`config.mk`:
```
export PLATFORM = sky130hd
export DESIGN_NAME = jump_unit_with_return_stack
export DESIGN_NICKNAME = d
export VERILOG_FILES = /design/src/rtl/jrs_pkg.sv /design/src/rtl/jrs_cell.sv /design/src/rtl/jump_unit_with_return_stack.sv
export SDC_FILE = /design/constraint.sdc
export NUM_CORES = 1
export LEC_CHECK = 0
export ABC_AREA = 1
export BUFFER_PORTS_ARGS = -buffer_cell sky130_fd_sc_hd__buf_2
export CAP_MARGIN = 20
export CORE_AREA = 2 2 114 116
export CTS_CLUSTER_SIZE = 25
export DETAILED_ROUTE_END_ITERATION = 8
export DIE_AREA = 0 0 116 118
export PLACE_DENSITY_LB_ADDON = 0.25
export SKIP_CTS_REPAIR_TIMING = 1
export SLEW_MARGIN = 20
export SYNTH_ARGS = -nofsm -noshare
export SYNTH_HDL_FRONTEND = slang
export SYNTH_SLANG_ARGS = --single-unit
```
`constraint.sdc`:
```
create_clock -name clk -period 6.9 [get_ports clk]
set_input_delay 2.07 -clock clk [delete_from_list [all_inputs] [get_ports clk]]
set_output_delay 2.07 -clock clk [all_outputs]
set_load 0.02 [all_outputs]
```
`src/rtl/jrs_pkg.sv`:
```
// Shared types and constants for the jump unit with return-address stack.
`default_nettype none

package jrs_pkg;

  // Field widths
  localparam int OP_W   = 3;
  localparam int ADDR_W = 32;

  // Default return stack depth
  localparam int STACK_DEPTH_DEF = 4;

  // Jump kinds
  localparam logic [OP_W-1:0] OP_NONE   = 3'd0;
  localparam logic [OP_W-1:0] OP_J      = 3'd1;
  localparam logic [OP_W-1:0] OP_JAL    = 3'd2;
  localparam logic [OP_W-1:0] OP_JR     = 3'd3;
  localparam logic [OP_W-1:0] OP_CALL   = 3'd4;
  localparam logic [OP_W-1:0] OP_RETURN = 3'd5;

  // Shift control broadcast to every stack cell
  typedef struct packed {
    logic push;
    logic pop;
  } cell_ctrl_t;

endpackage

`default_nettype wire

```
`src/rtl/jrs_cell.sv`:
```
// One return stack cell: holds an entry and its occupancy bit, shifts with its neighbors.
`default_nettype none

module jrs_cell (
  input  wire logic                      clk,
  input  wire logic                      rst,
  input  wire jrs_pkg::cell_ctrl_t       ctrl,
  input  wire logic [jrs_pkg::ADDR_W-1:0] up_data,
  input  wire logic                      up_occ,
  input  wire logic [jrs_pkg::ADDR_W-1:0] down_data,
  input  wire logic                      down_occ,
  output logic [jrs_pkg::ADDR_W-1:0]     data,
  output logic                           occ
);
  import jrs_pkg::*;

  // Occupancy: push takes the upper neighbor, pop takes the lower one
  always_ff @(posedge clk) begin
    if (rst) begin
      occ <= 1'b0;
    end else if (ctrl.push) begin
      occ <= up_occ;
    end else if (ctrl.pop) begin
      occ <= down_occ;
    end
  end

  // Entry payload, no reset
  always_ff @(posedge clk) begin
    if (ctrl.push) begin
      data <= up_data;
    end else if (ctrl.pop) begin
      data <= down_data;
    end
  end

endmodule

`default_nettype wire

```
`src/rtl/jump_unit_with_return_stack.sv`:
```
// Top level: jump decode, output register and the return stack cell chain.
//
// Usage: one decoded instruction enters per request on the input channel
// (in_valid/in_stall) with operation, imm_target, reg_value, pc_plus_four.
// Each request gives exactly one result on the output channel
// (out_valid/out_stall): redirect, target, flush_fetch, link_select and the
// sticky overflow_error/underflow_error flags.
// The result is registered at the edge that accepts the request. Throughput
// is one request per cycle unless the receiver stalls; the limit is the
// single output register, which is refilled in the same cycle it is taken.
// The return stack is a chain of STACK_DEPTH cells; cell 0 is the top. A
// call shifts the chain down by one cell, a return shifts it up (unless
// full or empty), both in the accepting cycle, so the next request sees
// the updated stack. The request after any jump is a bubble and gives an
// all-quiet result. Reset (rst, synchronous) empties the stack, clears the
// bubble and both sticky flags, and drops any pending result. When the
// receiver stalls, the result holds and in_stall rises until it is taken.
`default_nettype none

module jump_unit_with_return_stack #(
  parameter int STACK_DEPTH = jrs_pkg::STACK_DEPTH_DEF
) (
  input  wire logic                       clk,
  input  wire logic                       rst,
  input  wire logic                       in_valid,
  output logic                            in_stall,
  input  wire logic [jrs_pkg::OP_W-1:0]   operation,
  input  wire logic [jrs_pkg::ADDR_W-1:0] imm_target,
  input  wire logic [jrs_pkg::ADDR_W-1:0] reg_value,
  input  wire logic [jrs_pkg::ADDR_W-1:0] pc_plus_four,
  output logic                            out_valid,
  input  wire logic                       out_stall,
  output logic                            redirect,
  output logic [jrs_pkg::ADDR_W-1:0]      target,
  output logic                            flush_fetch,
  output logic                            link_select,
  output logic                            overflow_error,
  output logic                            underflow_error
);
  import jrs_pkg::*;

  logic                    in_acc;
  logic                    bubble_pending;
  logic                    full;
  logic                    empty;
  logic                    jump;
  logic                    link;
  logic [ADDR_W-1:0]       tgt;
  cell_ctrl_t              ctrl;
  logic [ADDR_W-1:0]       cell_data [STACK_DEPTH];
  logic [STACK_DEPTH-1:0]  cell_occ;

  // Input handshake: take a request when the output register is free or draining
  assign in_stall = out_valid & out_stall;
  assign in_acc   = in_valid & ~in_stall;

  assign full  = cell_occ[STACK_DEPTH-1];
  assign empty = ~cell_occ[0];

  // Decode
  always_comb begin
    jump      = 1'b0;
    link      = 1'b0;
    tgt       = '0;
    ctrl.push = 1'b0;
    ctrl.pop  = 1'b0;
    if (!bubble_pending) begin
      case (operation)
        OP_J: begin
          jump = 1'b1;
          tgt  = imm_target;
        end
        OP_JAL: begin
          jump = 1'b1;
          link = 1'b1;
          tgt  = imm_target;
        end
        OP_JR: begin
          jump = 1'b1;
          tgt  = reg_value;
        end
        OP_CALL: begin
          jump      = 1'b1;
          tgt       = imm_target;
          ctrl.push = in_acc & ~full;
        end
        OP_RETURN: begin
          jump     = 1'b1;
          tgt      = empty ? '0 : cell_data[0];
          ctrl.pop = in_acc & ~empty;
        end
        default: begin
          jump = 1'b0;
        end
      endcase
    end
  end

  // Return stack cell chain, cell 0 is top
  for (genvar i = 0; i < STACK_DEPTH; i++) begin : g_cell
    logic [ADDR_W-1:0] up_data;
    logic              up_occ;
    logic [ADDR_W-1:0] down_data;
    logic              down_occ;

    if (i == 0) begin : g_top
      assign up_data = pc_plus_four;
      assign up_occ  = 1'b1;
    end else begin : g_mid
      assign up_data = cell_data[i-1];
      assign up_occ  = cell_occ[i-1];
    end

    if (i == STACK_DEPTH-1) begin : g_bot
      assign down_data = cell_data[i];
      assign down_occ  = 1'b0;
    end else begin : g_low
      assign down_data = cell_data[i+1];
      assign down_occ  = cell_occ[i+1];
    end

    jrs_cell u_cell (
      .clk       (clk),
      .rst       (rst),
      .ctrl      (ctrl),
      .up_data   (up_data),
      .up_occ    (up_occ),
      .down_data (down_data),
      .down_occ  (down_occ),
      .data      (cell_data[i]),
      .occ       (cell_occ[i])
    );
  end

  // Control state: bubble, sticky flags, output valid
  always_ff @(posedge clk) begin
    if (rst) begin
      bubble_pending  <= 1'b0;
      overflow_error  <= 1'b0;
      underflow_error <= 1'b0;
      out_valid       <= 1'b0;
    end else begin
      if (in_acc) begin
        bubble_pending <= jump;
        if (!bubble_pending && operation == OP_CALL && full) begin
          overflow_error <= 1'b1;
        end
        if (!bubble_pending && operation == OP_RETURN && empty) begin
          underflow_error <= 1'b1;
        end
        out_valid <= 1'b1;
      end else if (!out_stall) begin
        out_valid <= 1'b0;
      end
    end
  end

  // Result payload
  always_ff @(posedge clk) begin
    if (in_acc) begin
      redirect    <= jump;
      target      <= tgt;
      flush_fetch <= jump;
      link_select <= link;
    end
  end

  // Checks
  a_push_pop_excl : assert property (@(posedge clk) disable iff (rst)
    !(ctrl.push && ctrl.pop))
    else $error("push and pop in the same cycle");

  a_occ_thermo : assert property (@(posedge clk) disable iff (rst)
    (cell_occ & (cell_occ + STACK_DEPTH'(1))) == '0)
    else $error("stack occupancy is not contiguous from the top");

  a_bubble_quiet : assert property (@(posedge clk) disable iff (rst)
    (in_acc && bubble_pending) |=> (out_valid && !redirect && !link_select))
    else $error("request after a jump was not a bubble");

  a_ovf_sticky : assert property (@(posedge clk) disable iff (rst)
    overflow_error |=> overflow_error)
    else $error("overflow flag cleared without reset");

  a_unf_sticky : assert property (@(posedge clk) disable iff (rst)
    underflow_error |=> underflow_error)
    else $error("underflow flag cleared without reset");

endmodule

`default_nettype wire

```
After elaboration in Yosys (flattened, before gate mapping)
Index checks and enable logic that the tools add are counted.
Widths: inputs -> output; s select.
{"block": "totals", "output_inout_bits": 39, "regBits": 170, "elab_cells": 62, "in_bits": 103}
{"block": "op_classes", "bitwise": 7, "n_eq_ne": 6, "reduce_logical": 10, "n_mux": 24}
{"op": "$mux 32", "count": 7}
{"op": "$pmux 32 s3", "count": 1}
{"op": "$mux 1", "count": 15}
{"op": "$eq 3x2->1 const B", "count": 2}
{"op": "$eq 3x3->1 const B", "count": 2}
{"op": "$reduce_or 5->1", "count": 1}
{"op": "$and 1x1->1", "count": 4}
{"op": "$logic_and 1x1->1", "count": 4}
{"op": "$reduce_and 2->1", "count": 2}
{"op": "$eq 3x1->1 const B", "count": 1}
{"op": "$not 1->1", "count": 3}
{"op": "$reduce_or 3->1", "count": 1}
{"op": "$mux 2", "count": 1}
{"op": "$ne 2x1->1 const B", "count": 1}
{"op": "$reduce_bool 2->1", "count": 1}
{"op": "$logic_not 1->1", "count": 1}

Depth between registers and ports, before layout
Gate-level depths: netlist of run 1.
{"block": "depth", "ltp_word": 8, "ltp_mapped": 9}

Cells and area by module
Synthesis of run 1 repeated with hierarchy kept, for this count alone.
{"block": "unflattened", "hier_cells": 900, "area_unflattened_um2": 8351.8}
{"module": "jrs_cell", "n_inst": 4, "area_per_inst_um2": 1526.5, "cells_each": 146, "seq_area_each_um2": 980.9}
{"module": "jump_unit_with_return_stack", "n_inst": 1, "area_per_inst_um2": 2245.9, "cells_each": 316, "seq_area_each_um2": 1101.1}

Worst setup path before layout of run 1
OpenSTA, ideal clock, no wires.
{"block": "synth_timing", "kind": "input to register", "start": "input out_stall", "end": "register g_cell[1].u_cell.occ", "cell_stages": 8, "setup_slack_ps": 1771, "setup_ps": 114, "arrival_time_ps": 5014, "cell_sequence": "nand2_2 > nand3_1 > inv_1 > nand2_4 > nand2_1 > inv_1 > nor2_1 > nor2_1"}
{"block": "synth_between", "elab_chain_len": 7, "word_cells_on_any_way": 10, "cone_classes": "mux: 4; bitwise: 5; reduce/logical: 1"}
{"element": "start, declared", "line_no": "jump_unit_with_return_stack.sv:32", "rtl": "input wire logic out_stall,"}
{"element": "$and 1x1->1 (*)", "line_no": "jump_unit_with_return_stack.sv:54", "rtl": "assign in_stall = out_valid & out_stall;"}
{"element": "$not 1->1 (*)", "line_no": "jump_unit_with_return_stack.sv:55", "rtl": "assign in_acc = in_valid & ~in_stall;"}
{"element": "$and 1x1->1 (*)", "line_no": "jump_unit_with_return_stack.sv:55"}
{"element": "$and 1x1->1, on equally long branches", "line_no": "jump_unit_with_return_stack.sv:85, jump_unit_with_return_stack.sv:90"}
{"element": "$mux 1", "line_no": "jump_unit_with_return_stack.sv:68", "rtl": "case (operation)"}
{"element": "$mux 2 (*)", "line_no": "jump_unit_with_return_stack.sv:67", "rtl": "if (!bubble_pending) begin"}
{"element": "$mux 1 / $reduce_bool 2->1 (equally long branches)"}
{"element": "end signal, assigned", "line_no": "jrs_cell.sv:22", "rtl": "occ <= up_occ;"}
{"element": "end signal, assigned", "line_no": "jrs_cell.sv:24", "rtl": "occ <= down_occ;"}
{"element": "end, declared", "line_no": "jrs_cell.sv:13", "rtl": "output logic occ"}
Every way passes the cells marked *; elsewhere a longest branch is shown, timed or not.
A chain may end at the register's enable or synchronous reset.

Worst setup path in the final report of run 1
{"block": "layout_timing", "start": "input out_stall", "end": "output in_stall"}
{"block": "layout_between", "elab_chain_len": 1}
{"element": "$and 1x1->1", "line_no": "jump_unit_with_return_stack.sv:54"}
{"element": "end, declared", "line_no": "jump_unit_with_return_stack.sv:26", "rtl": "output logic in_stall,"}
No other way between the ends.

==> flow_summary.toml, run 1 <==
[setup_path]
cp_max_fo = 5
cp.arrival_ns = 2.46
crit_type = "input port to output pin"
cp_data_required_time_ns = 4.83
crit_path_end_kind = "output pin"
startpoint_type = "input port"

[layout]
drive_gt1_frac = 0.238
utilization = 0.688
syn_to_final_growth_pct = 19.5
nets = 892
n_antenna_cell = 0
fillers = 928

[pwr]
pwr_density_cell_nw_per_um2 = 264
peakVddDrop_mv = 0.113
leakagePower_uw = 0.00345

[clock_network]
htree_num_levels = 4
clock_sinks = 170
cts_tree = "yes"
clockRootBuffer = "clkbuf_16"
clk_path_buf_depth = 2
cts.reportedPaths.clkPinSlew_ns = 0.06
worstSkewPairLatency_ns = 0.42
cts_made_buffers = 17

[global_routing]
grt_max_degree = 101
grtUsageTotal = 0.232
overflow = 0
grt_pass1_wl_mm = 24.3
grt_pass1_vias = 4910
antenna_found_initial = 0

[placed_design]
place_hpwl_mm = 9.51
portBuffers = 141
routabilityCongestion = 0.779

[sta]
hold_viol = 0
finalCritPeriodShare = 0.656
skew_ns = 0.00950
finalHoldWorstSlack_ns = 0.449
timing.final.max_slew_violations = 0
maxSlewHeadroom = 0.264
maxClockFrequency_mhz = 221
tightestPinTransition_ns = 1.10
period_needed_ns = 4.53
rsz0062_at_grt = "no"
fin_tns_setup_ns = 0
finalSetupViolCount = 0

[routing]
wirelength_mm = 15.3
met1_length_mm = 6.81
postRouteAntennaNets = 0
dr_total_vias = 5190
post_drt_via_cell_ratio = 5.33
highest_layer = "met4"
met2_length_mm = 6.97
first_pass_iters = 5
wl_per_cell_microns = 15.7
met3_length_mm = 1.47
detailedRoute.firstIterationViolations = 469
drc = 0

[run_status]
outcome = "finished clean"

[floorplanning]
dieWidth_microns = 116
pin_count = 142
coreArea_sq_um = 12400
die_area_sq_um = 13700
rows = 41
die_y_microns = 118
start_util = 0.576

[logic_synthesis]
ys_seq_area_frac = 0.703
yosysUniqueCellTypes = 20
ys_ff_latch = 170
yosysWarnings = 0
postSynthCellCount = 658
syn-num-nets = 761
syn_avg_cell_area_sq_um = 10.9
synthesis.area_sq_um = 7150

[flow_run]
maxCapViolCount = 0

[hold_path]
holdCritPathClass = "flip-flop to flip-flop"
-- power by group --
group	internal [uW]	switching, uW	leakage, uW
Clock	534	396	0.000266
Combinational	52.8	100	0.00161
Sequential	1160	9.30	0.00157
Total	1750	506	0.00345
-- Yosys cell counts --
master    instances  area, sq um
nand2_1         244          916
edfxtp_1        162         4860
o21ai_0          67          335
inv_1            41          154
nand3_1          39          195
a31oi_1          33          206
buf_2            23          115
nor2_1           11         41.3
clkbuf_1         10         37.5
dfxtp_1           8          160
a21oi_1           5         25.0
buf_4             4         30.0
inv_2             4         15.0
buf_1             1         3.75
nand2_2           1         6.26
nand2_4           1         11.3
nand3_2           1         10.0
nand3b_1          1         7.51
nor2_2            1         6.26
nor2_4            1         11.3
-- flip-flops by register name (all words and copies together) (netlist names) --
register,cells
g_cell.u_cell.data,128
target,32
g_cell.u_cell.occ,4
bubble_pending,1
flush_fetch,1
link_select,1
out_valid,1
overflow_error,1
underflow_error,1
-- final timing paths --
check,startpoint,end,slack (ns),cells past startpoint
max,out_stall,in_stall,2.37,4
min,g_cell[2].u_cell.data[11],g_cell[3].u_cell.data[11],0.45,0
min reg2reg,g_cell[2].u_cell.data[11],g_cell[3].u_cell.data[11],0.45,0
max reg2reg,bubble_pending,g_cell[2].u_cell.data[21],3.69,7
-- layout by cell type (no fill, tap or decap) --
master / synthesis / layout
dfxtp_1: 8 / 8
nand3b_1: 1 / 1
a21oi_1: 5 / 5
buf_4: 4 / 9
clkinvlp_4: 0 / 5
clkbuf_1: 10 / 1
nor2_4: 1 / 1
inv_2: 4 / 4
edfxtp_1: 162 / 162
clkinv_4: 0 / 4
clkinv_1: 0 / 1
buf_2: 23 / 141
o21ai_0: 67 / 67
clkbuf_16: 0 / 17
inv_6: 0 / 1
inv_1: 41 / 41
bufinv_16: 0 / 2
clkinv_2: 0 / 1
nor2_2: 1 / 2
nand2_1: 244 / 243
nand3_1: 39 / 39
nand2_4: 1 / 2
nand3_2: 1 / 1
nand2_2: 1 / 1
a31oi_1: 33 / 33
nor2_1: 11 / 10
-- per-layer routing --
metal  vias up  track usage
met5         -            0
li1       2518            -
met1      2386        0.340
met4         0       0.0588
met3         8       0.0566
met2       278        0.351
-- worst max-delay path, stage by stage --
cell and delay [ns]:
buf_2 0.10, nand2_2 0.10, inv_1 0.04, buf_2 0.15
-- cells by family (layout without fill, tap and decap cells) --
logic type,Yosys count,count (layout),synth area share
and+or+nand+nor,300,300,0.168
DFF,170,170,0.703
buffers and inverters,83,227,0.0497
AOI/OAI and AO/OA,105,105,0.0793
-- per-stage QoR --
step / cells / total power [uW] / area, sq um / setup WS (ns)
after global routing: 974 / 2330 / 8540 / 2.25
after detailed placement: 942 / 1340 / 7960 / 2.05
after floorplan: 658 / 1280 / 7150 / 1.77
after global placement: 942 / 1340 / 7960 / 2.14
after CTS: 974 / 2270 / 8540 / 2.37
final: 974 / 2250 / 8540 / 2.37
-- layout make-up --
cell class | instances | area [sq um] | area share
flip-flops and latches | 170 | 5020 | 0.588
multi-input cells | 405 | 1780 | 0.209
repair buffers | 150 | 773 | 0.0905
clock buffers | 18 | 429 | 0.0502
well taps | 172 | 215 | 0.0252
inverters | 45 | 169 | 0.0198
clock inverters | 14 | 150 | 0.0176
(Power assumes the default switching activity.)
==> run 2: changes to the inputs <==
ABC_AREA = 0   (was 1)
CORE_AREA = 2 2 123 125   (was 2 2 114 116)
DIE_AREA = 0 0 125 127   (was 0 0 116 118)
clock period = 3.9 ns   (was 6.9 ns; I/O delays follow)
==> run 2 against run 1 <==
  * Clock power grew 62%
  * Clock skew fell by 0.0022 ns
  * Design area increased by 1.6%
  * Critical endpoint unchanged
  * Largest power group unchanged
==> flow_summary.toml, run 2 <==
[pwr]
pwr_density_cell_nw_per_um2 = 448
peakVddDrop_mv = 0.286
leakagePower_uw = 0.00322
finalPower_uw = 3880

[logic_synthesis]
ys.flop_type = "edfxtp_1"
synthArstFlopShare = 0
syn_avg_cell_area_sq_um = 17.9
ys_seq_area_frac = 0.701
ys_ff_latch = 170
yosysUniqueCellTypes = 36
netlist_top_cells_area = "edfxtp_1, mux2_2, mux2_4"
synthesis.area_sq_um = 7170
synth_common_cells = "edfxtp_1, mux2_2, a22oi_1, o2bb2ai_1, mux2_4"
synth_top_area_frac = 0.679
yosysTopAreaCell = "edfxtp_1"
syn-num-nets = 504
postSynthCellCount = 401
synth_edf_count = 162
synth.most_common_cell = "edfxtp_1"
yosysWarnings = 0

[layout]
nets = 650
final_common_cell = "edfxtp_1"
fin_cells = 746
fin_area_sq_um = 8680
drive_gt1_frac = 0.504
final_cell_mix = "edfxtp_1, buf_2, mux2_2"
largest_reg_flops = 128
regMostFlops = "g_cell.u_cell.data"
reg.largest.list = "g_cell.u_cell.data x128, target x32, g_cell.u_cell.occ x4"
syn_to_final_growth_pct = 21.0

[hold_path]
hold_end = "g_cell[3].u_cell.data[1]"
holdCritPathClass = "flip-flop to flip-flop"
min_path_cells = 0
min_from = "g_cell[2].u_cell.data[1]"

[setup_path]
crit_type = "input port to output pin"
crit_path_end_kind = "output pin"
r2r_cells = 4
reg2reg_from = "bubble_pending"
cp_max_fo = 2
reg2reg_to = "g_cell[3].u_cell.data[30]"
cp_data_required_time_ns = 2.73
cp.arrival_ns = 1.58
startpoint_type = "input port"
r2r_setup_slack_ns = 1.86

[routing]
wirelength_mm = 14.4
post_drt_via_cell_ratio = 5.52
first_pass_iters = 4
wl_per_cell_microns = 19.3
dr_total_vias = 4115
postRouteAntennaNets = 0
detailedRoute.firstIterationViolations = 278
drc = 0

[clock_network]
cts.reportedPaths.clkPinSlew_ns = 0.06
htree_num_levels = 4
clockRootBuffer = "clkbuf_16"
clock_sinks = 170
clk_path_buf_depth = 2
worstSkewPairLatency_ns = 0.41
cts_made_buffers = 17
cts_tree = "yes"

[sta]
timing.final.max_slew_violations = 0
skew_ns = 0.00734
fin_tns_setup_ns = 0
rsz0062_at_grt = "no"
tightestPinTransition_ns = 0.905
finalCritPeriodShare = 0.705
fin_ws_ns = 1.15
finalSetupViolCount = 0
period_needed_ns = 2.75
maxClockFrequency_mhz = 363
hold_viol = 0
maxSlewHeadroom = 0.395

[global_routing]
grt_pass1_wl_mm = 22.7
grtUsageTotal = 0.184
antenna_found_initial = 3
overflow = 0
grt_pass1_vias = 4245
grt_max_degree = 49

[floorplanning]
coreArea_sq_um = 14400
pin_count = 142
rows = 44
die_y_microns = 127
start_util = 0.497
dieWidth_microns = 125
die_area_sq_um = 15900

[placed_design]
place_ws_ns = 0.939
post_dp_cell_area_sq_um = 8150
dp_cells = 712
portBuffers = 141
place_hpwl_mm = 9.47
routabilityCongestion = 0.794

[run_status]
outcome = "finished clean"

[flow_run]
maxCapViolCount = 0
-- run 2: changes by cell type in the layout (fill, tap and decap cells not counted), sizes merged, moves of 31 or more --
cell / previous run / this run
nand2: 246 / 2
mux2: 0 / 97
o21ai: 67 / 2
inv: 46 / 5
nand3: 40 / 0
a22oi: 0 / 32
o2bb2ai: 0 / 32
a31oi: 33 / 2
-- run 2: kinds of logic after synthesis --
family,share of synthesized area
mux,0.169
xor+xnor,0.00122
compound gates,0.0861
flops,0.701
simple gates,0.0201
buf+inv,0.0227
-- run 2: cell type report --
class | count | area [sq um]
Fill cell | 1122 | 5750
Sequential cell | 170 | 5020
Multi-Input combinational cell | 200 | 2020
Timing Repair Buffer | 152 | 851
Clock buffer | 21 | 440
Tap cell | 184 | 230
Clock inverter | 10 | 78.8
Inverter | 6 | 22.5
Antenna cell | 3 | 7.51
-- run 2: worst max-delay path, stage by stage --
cell	delay, ns
buf_2	0.10
and2_1	0.15
buf_2	0.16
-- run 2: how the worst max path moves through the flow --
stage / to / depth (start not counted) / start
final: in_stall / 3 / out_stall
after global placement: g_cell[3].u_cell.data[25] / 6 / in_valid
after floorplan: g_cell[0].u_cell.data[0] / 3 / operation[0]
after CTS: in_stall / 3 / out_stall
after global routing: in_stall / 3 / out_stall
after detailed placement: g_cell[3].u_cell.data[22] / 6 / in_valid
-- run 2: through the flow --
| step | hold slack [ns] | util |
|---|---|---|
| after floorplan | 0.420 | - |
| after global placement | 0.433 | 0.565 |
| after detailed placement | 0.435 | 0.565 |
| after CTS | 0.450 | 0.601 |
| after global routing | 0.467 | 0.601 |
| final | 0.447 | 0.601 |
-- run 2: routing by layer --
| metal | up-vias | share of wire | global-route usage |
|---|---|---|---|
| met4 | 0 | 0.010 | 0.0595 |
| li1 | 1916 | - | - |
| met1 | 2069 | 0.44 | 0.242 |
| met5 | - | 0 | 0 |
| met2 | 117 | 0.50 | 0.301 |
| met3 | 13 | 0.051 | 0.0494 |
-- run 2: power by group --
group	leakage, uW	switching (uW)	internal [uW]
combinational	0.00140	171	130
sequential	0.00157	21.8	2050
clock	0.000247	642	864
